`src/hw/rtl/dst_pkg.sv`:
```
`default_nettype none

package dst_pkg;

  localparam int unsigned EntryW = 25;
  localparam int unsigned FormW  = 17;
  localparam int unsigned TagW   = 16;
  localparam int unsigned ScoreW = 32;
  localparam int unsigned FillW  = 5;

  localparam int unsigned InDataW  = 96;
  localparam int unsigned OutDataW = 16;

  typedef enum logic [1:0] {
    OP_ADD   = 2'd0,
    OP_QUERY = 2'd1,
    OP_CLEAR = 2'd2,
    OP_NONE  = 2'd3
  } op_e;

  typedef enum logic [2:0] {
    ST_IDLE = 3'b001,
    ST_CMP  = 3'b010,
    ST_UPD  = 3'b100
  } state_e;

  typedef struct packed {
    logic signed [EntryW-1:0] entry;
    logic signed [FormW-1:0]  form;
    logic [TagW-1:0]          tag;
    logic signed [ScoreW-1:0] score;
  } item_t;

  // scan state rippled from cell to cell, lowest index first
  typedef struct packed {
    logic live;
    logic found;
    logic raised;
    logic reject;
  } chain_t;

  typedef struct packed {
    logic upd_en;
    logic app_en;
  } cell_ctrl_t;

endpackage

`default_nettype wire

```
`src/hw/rtl/dst_cell.sv`:
```
`default_nettype none

module dst_cell #(
  parameter int unsigned CntW = 5,
  parameter int unsigned Idx  = 0
) (
  input  logic                clk_i,
  input  dst_pkg::item_t      item_i,
  input  logic [CntW-1:0]     cnt_i,
  input  dst_pkg::cell_ctrl_t ctrl_i,
  input  dst_pkg::chain_t     chain_i,
  output dst_pkg::chain_t     chain_o
);
  import dst_pkg::*;

  localparam logic [CntW-1:0] MyIdx = CntW'(Idx);

  logic signed [EntryW-1:0] entry_q;
  logic signed [FormW-1:0]  form_q;
  logic [TagW-1:0]          tag_q;
  logic signed [ScoreW-1:0] score_q;

  logic stop_q, hit_q, less_q, rej_q;
  logic stop_d, hit_d, less_d, rej_d;
  logic coord, tag0, teq, dup;

  always_comb begin
    coord  = (cnt_i > MyIdx) && (entry_q == item_i.entry) && (form_q == item_i.form);
    tag0   = (tag_q == '0);
    teq    = (tag_q == item_i.tag);
    stop_d = coord && (tag0 || teq);
    hit_d  = stop_d && teq;
    less_d = $signed(score_q) < $signed(item_i.score);
    rej_d  = coord && ((item_i.tag == '0) || tag0 || teq);
  end

  always_ff @(posedge clk_i) begin
    stop_q <= stop_d;
    hit_q  <= hit_d;
    less_q <= less_d;
    rej_q  <= rej_d;
  end

  assign dup = chain_i.live && hit_q;

  always_comb begin
    chain_o.live   = chain_i.live && !stop_q;
    chain_o.found  = chain_i.found || dup;
    chain_o.raised = chain_i.raised || (dup && less_q);
    chain_o.reject = chain_i.reject || rej_q;
  end

  always_ff @(posedge clk_i) begin
    if (ctrl_i.app_en && (cnt_i == MyIdx)) begin
      entry_q <= item_i.entry;
      form_q  <= item_i.form;
      tag_q   <= item_i.tag;
      score_q <= item_i.score;
    end else if (ctrl_i.upd_en && dup && less_q) begin
      score_q <= item_i.score;
    end
  end

endmodule

`default_nettype wire

```
`src/hw/rtl/dedup_score_table_top.sv`:
```
`default_nettype none

// Channel  Dir  Signals                          Payload
// s_axis   in   tvalid tready tdata[95:0] tuser  opcode, entry/form/tag/score
// m_axis   out  tvalid tready tdata[15:0]        flags, fill count, changed
//
// Each item is accepted, compared in every cell, then priority
// rippled along the cell chain with write-back into the result register.
// The next item is accepted the cycle after write-back, not before.
// Write-back waits while the result register is full and m_axis_tready is low.
// Reset empties the table and clears the changed mark; record cells keep data.
module dedup_score_table_top #(
  parameter int unsigned DEPTH = 16
) (
  input  logic                          clk_i,
  input  logic                          rst_ni,
  input  logic                          s_axis_tvalid,
  output logic                          s_axis_tready,
  // [24:0] entry_key, [41:25] form_key, [57:42] info_tag, [89:58] score_in
  input  logic [dst_pkg::InDataW-1:0]   s_axis_tdata,
  // [1:0] opcode
  input  logic [1:0]                    s_axis_tuser,
  output logic                          m_axis_tvalid,
  input  logic                          m_axis_tready,
  // [0] accepted, [1] score_raised, [2] overflow, [7:3] fill_count, [8] changed_flag
  output logic [dst_pkg::OutDataW-1:0]  m_axis_tdata
);
  import dst_pkg::*;

  localparam int unsigned CntW = $clog2(DEPTH + 1);
  localparam logic [CntW-1:0] Full = CntW'(DEPTH);

  state_e     state_q, state_d;
  op_e        op_q;
  item_t      item_q;
  logic [CntW-1:0] cnt_q, cnt_d;
  logic       dirty_q, dirty_d;
  logic       out_valid_q;
  logic       acc_q, raised_q, ovf_q;
  logic       acc_d, raised_d, ovf_d;
  logic       in_fire, out_take, fire;
  cell_ctrl_t ctrl;
  chain_t     links [DEPTH+1];

  assign s_axis_tready = (state_q == ST_IDLE);
  assign in_fire  = s_axis_tvalid && s_axis_tready;
  assign out_take = m_axis_tvalid && m_axis_tready;
  assign fire     = (state_q == ST_UPD) && (!out_valid_q || m_axis_tready);

  always_ff @(posedge clk_i) begin
    if (in_fire) begin
      op_q         <= op_e'(s_axis_tuser);
      item_q.entry <= $signed(s_axis_tdata[24:0]);
      item_q.form  <= $signed(s_axis_tdata[41:25]);
      item_q.tag   <= s_axis_tdata[57:42];
      item_q.score <= $signed(s_axis_tdata[89:58]);
    end
  end

  assign links[0] = '{live: 1'b1, found: 1'b0, raised: 1'b0, reject: 1'b0};

  for (genvar g = 0; g < DEPTH; g++) begin : g_cell
    dst_cell #(
      .CntW (CntW),
      .Idx  (g)
    ) u_cell (
      .clk_i   (clk_i),
      .item_i  (item_q),
      .cnt_i   (cnt_q),
      .ctrl_i  (ctrl),
      .chain_i (links[g]),
      .chain_o (links[g+1])
    );
  end

  always_comb begin
    ctrl.upd_en = fire && (op_q == OP_ADD);
    ctrl.app_en = ctrl.upd_en && !links[DEPTH].found && (cnt_q != Full);
  end

  always_comb begin
    cnt_d    = cnt_q;
    dirty_d  = dirty_q;
    acc_d    = 1'b0;
    raised_d = 1'b0;
    ovf_d    = 1'b0;
    case (op_q)
      OP_ADD: begin
        if (links[DEPTH].found) begin
          raised_d = links[DEPTH].raised;
          dirty_d  = dirty_q || links[DEPTH].raised;
        end else if (cnt_q == Full) begin
          ovf_d = 1'b1;
        end else begin
          acc_d   = 1'b1;
          cnt_d   = cnt_q + 1'b1;
          dirty_d = 1'b1;
        end
      end
      OP_QUERY: begin
        acc_d = !links[DEPTH].reject;
      end
      OP_CLEAR: begin
        cnt_d = '0;
      end
      default: begin
        cnt_d = cnt_q;
      end
    endcase
  end

  always_comb begin
    state_d = state_q;
    case (state_q)
      ST_IDLE: if (in_fire) state_d = ST_CMP;
      ST_CMP:  state_d = ST_UPD;
      ST_UPD:  if (fire) state_d = ST_IDLE;
      default: state_d = ST_IDLE;
    endcase
  end

  always_ff @(posedge clk_i or negedge rst_ni) begin
    if (!rst_ni) begin
      state_q     <= ST_IDLE;
      cnt_q       <= '0;
      dirty_q     <= 1'b0;
      out_valid_q <= 1'b0;
    end else begin
      state_q <= state_d;
      if (fire) begin
        cnt_q       <= cnt_d;
        dirty_q     <= dirty_d;
        out_valid_q <= 1'b1;
      end else if (out_take) begin
        out_valid_q <= 1'b0;
      end
    end
  end

  always_ff @(posedge clk_i) begin
    if (fire) begin
      acc_q    <= acc_d;
      raised_q <= raised_d;
      ovf_q    <= ovf_d;
    end
  end

  assign m_axis_tvalid = out_valid_q;
  assign m_axis_tdata  = {7'd0, dirty_q, FillW'(cnt_q), ovf_q, raised_q, acc_q};

  a_cnt_bound: assert property (@(posedge clk_i) disable iff (!rst_ni)
    cnt_q <= Full) else $error("record count above depth");

  a_dirty_sticky: assert property (@(posedge clk_i) disable iff (!rst_ni)
    !$fell(dirty_q)) else $error("changed mark dropped");

  a_acc_raise_excl: assert property (@(posedge clk_i) disable iff (!rst_ni)
    out_valid_q |-> !(acc_q && raised_q)) else $error("append and raise together");

  a_ovf_full: assert property (@(posedge clk_i) disable iff (!rst_ni)
    (out_valid_q && ovf_q) |-> (cnt_q == Full)) else $error("overflow below depth");

  a_append_count: assert property (@(posedge clk_i) disable iff (!rst_ni)
    ctrl.app_en |=> (cnt_q == $past(cnt_q) + 1'b1)) else $error("append lost count");

endmodule

`default_nettype wire

```
`config.mk`:
```
export PLATFORM = sky130hd
export DESIGN_NAME = dedup_score_table_top
export DESIGN_NICKNAME = d
export VERILOG_FILES = /design/src/hw/rtl/dst_pkg.sv /design/src/hw/rtl/dst_cell.sv /design/src/hw/rtl/dedup_score_table_top.sv
export SDC_FILE = /design/constraint.sdc
export NUM_CORES = 2
export LEC_CHECK = 0
export ABC_CLOCK_PERIOD_IN_PS = 28900
export BUFFER_PORTS_ARGS = -buffer_cell sky130_fd_sc_hd__buf_2
export CAP_MARGIN = 0
export CORE_UTILIZATION = 50
export CTS_CLUSTER_SIZE = 20
export DETAILED_ROUTE_END_ITERATION = 10
export GPL_TIMING_DRIVEN = 1
export PLACE_DENSITY = 0.66
export SYNTH_ARGS = -nofsm -noshare
export SYNTH_HDL_FRONTEND = slang
export SYNTH_HIERARCHICAL = 1
export SYNTH_SLANG_ARGS = --single-unit
```
`constraint.sdc`:
```
create_clock -name clk_i -period 28.9 [get_ports clk_i]
set_input_delay 1.445 -clock clk_i [delete_from_list [all_inputs] [get_ports clk_i]]
set_output_delay 1.445 -clock clk_i [all_outputs]
set_load 0.01 [all_outputs]
```
==> flow_summary.yaml <==
floorplanning:
  standard_cell_core_area_sq_um: 144000
  dieWidth_um: 384
  die-area_sq_um: 148000
  top_level_ports: 120
  dieHeight_um: 384
  start_util_pct: 50.6
  num_rows: 139
cts:
  clockRootBuffer: "clkbuf_16"
  cts.sink_count: 1608
  cts_resized: 0
  clock_tree.htree_level_count: 4
  insertion_delay_ps: 790
  cts_buffers: 164
  hold_buffers: 0
  cts_buffer_depth: 3
  tritoncts: "done"
  cts.repair_timing.setup_buffer_count: 0
  cts.clk_slew.worst_paths_ps: 60
placement:
  numPortBuffers: 106
  dp.final_hpwl_um: 97100
  place_congestion: 0.825
finish:
  utilization_pct: 57.0
  final_layout_size_suffix_gt1_share_pct: 10.3
  area_growth_pct: 12.6
  final_net_count: 6037
  num_antenna_cells: 0
detailed_routing:
  drc: 0
  route.detailed.wl_per_inst_um: 22.5
  vias: 42000
  drtAntennaViolNets: 0
  detail_route.first_pass.iterations: 5
  postRouteWirelength_um: 168000
  avgViaCountPerCell: 5.63
  detail_route.iter0.violations: 3101
setup_path:
  path_class: "flip-flop to flip-flop"
  critPathArrivalTime_ps: 7560
  timing.critical_path.from_type: "flip-flop"
  cp.required_ps: 29370
  timing.critical_path.to_type: "flip-flop"
  critPathMaxFanout: 59
synthesis:
  synthesis.area_per_instance_sq_um: 14.5
  mapped_area_sq_um: 73000
  yosysWarnings: 6
  post_synth_inst_count: 5025
sta:
  clock_skews_ps: 19.6
  setup-tns-final_ps: 0
  slew-limit-headroom_pct: 32.4
  final.min_clock_period_ps: 7090
  period_share_pct: 24.5
  fmax_ghz: 0.141
  final_hold_viol_count: 0
  rsz0062_at_grt: "no"
  slew_viol_final: 0
  report.final.setup_viol: 0
  tightestPinTransition_ps: 1010
  holdWs_ps: 478
grt:
  aggregate_global_routing_overflow: 0
  grt_antenna_before_repair: 4
  grt_max_degree: 60
  first_pass_grt_wire_length_um: 253000
  vias_in_the_first_global_route: 42200
  grt_usage_pct: 22.9
pwr:
  p_leak_uw: 0.0296
  vdd.ir_drop.worst_v: 0.0000810
  total_power_uw: 5900
  power.density_cell_area_nw_per_um2: 71.7
run:
  drv_cap: 0
status:
  status: "finished clean"
min_path:
  min_path_type: "flip-flop to flip-flop"
area by class of cell:
class / count / area (sq um)
clock buffer: 203 / 4400
clock inverter: 89 / 832
fill: 11300 / 62000
inverter: 519 / 1950
multi-input combinational: 2897 / 23400
sequential: 1608 / 47600
tap: 1903 / 2380
timing repair buffer: 247 / 1590
cells in the final DEF (no fill, tap or decap), types with 38 or more instances in the layout:
| master | n |
|---|---|
| edfxtp_1 | 1535 |
| xnor2_1 | 685 |
| inv_1 | 519 |
| ha_1 | 498 |
| nand4_1 | 273 |
| xor2_1 | 243 |
| nor4_1 | 231 |
| a21oi_1 | 184 |
| clkbuf_16 | 169 |
| buf_4 | 141 |
| nand2_1 | 137 |
| buf_2 | 106 |
| nor2_1 | 68 |
| dfxtp_1 | 63 |
| o21ai_0 | 58 |
| nand3_1 | 51 |
| a21o_1 | 46 |
| nor3_1 | 38 |
power breakdown:
part           total [uW]  switching, uW  leakage (uW)  internal [uW]
logic                1080            732        0.0126            352
clock network        2070            875       0.00255           1190
registers            2740           42.1        0.0145           2700
total                5900           1650        0.0296           4250
critical path, cell delays in order (launching register included):
cell     delay [ps]
dfxtp_1         290
nor2b_1         210
nor2b_1         280
nor2b_1         340
nor2b_1         280
nor2b_1         290
nor2b_1         300
nor2b_1         280
nor2b_1         300
nor2b_1         290
nor2b_1         300
nor2b_1         290
nor2b_1         430
nor2b_1         320
nor2b_1         290
nor2b_1         250
a21o_1          260
inv_1            80
nand2_1         210
nor3_4          190
nand4_1         160
nor3b_2          50
buf_4           380
a41o_1          350
buf_4           280
through the flow:
stage	cell area, sq um	std cells	setup WS (ps)
after global routing	82200	7466	21220
after floorplan	73000	5037	18490
after global placement	77000	7174	22040
final	82200	7466	21810
after CTS	82200	7466	21800
after detailed placement	77000	7174	21840
path summary, 6_finish.rpt:
check / from / endpoint / slack [ps] / cells past startpoint
worst max-delay path: g_cell[0].u_cell/stop_q / g_cell[15].u_cell/score_q[3] / 21810 / 24
worst min-delay path: dirty_q / dirty_q / 480 / 1
min in group asynchronous: rst_ni / m_axis_tvalid / 520 / 1
worst min register to register: dirty_q / dirty_q / 480 / 1
max in group asynchronous: rst_ni / state_q[0] / 28120 / 1
worst max register to register: g_cell[0].u_cell/stop_q / g_cell[15].u_cell/score_q[3] / 21810 / 24
state kept, by name, summed over array words and instances, names as in the netlist, 15 cells and up:
| signal | flops |
|---|---|
| item_q | 90 |
| g_cell.u_cell/rej_q | 16 |
| g_cell.u_cell/entry_q | 400 |
| g_cell.u_cell/form_q | 272 |
| g_cell.u_cell/score_q | 512 |
| g_cell.u_cell/stop_q | 15 |
| g_cell.u_cell/hit_q | 16 |
| g_cell.u_cell/less_q | 16 |
| g_cell.u_cell/tag_q | 256 |
per-layer routing:
layer  vias up  global-route usage, %  wire (um)
li1      19600                      -          -
met1     21100                   30.5      73000
met2      1060                   38.7      82000
met3       267                   3.22       8500
met4         0                   7.40       4700
met5         -                      0          0
Power figures use the tool's default switching activity.
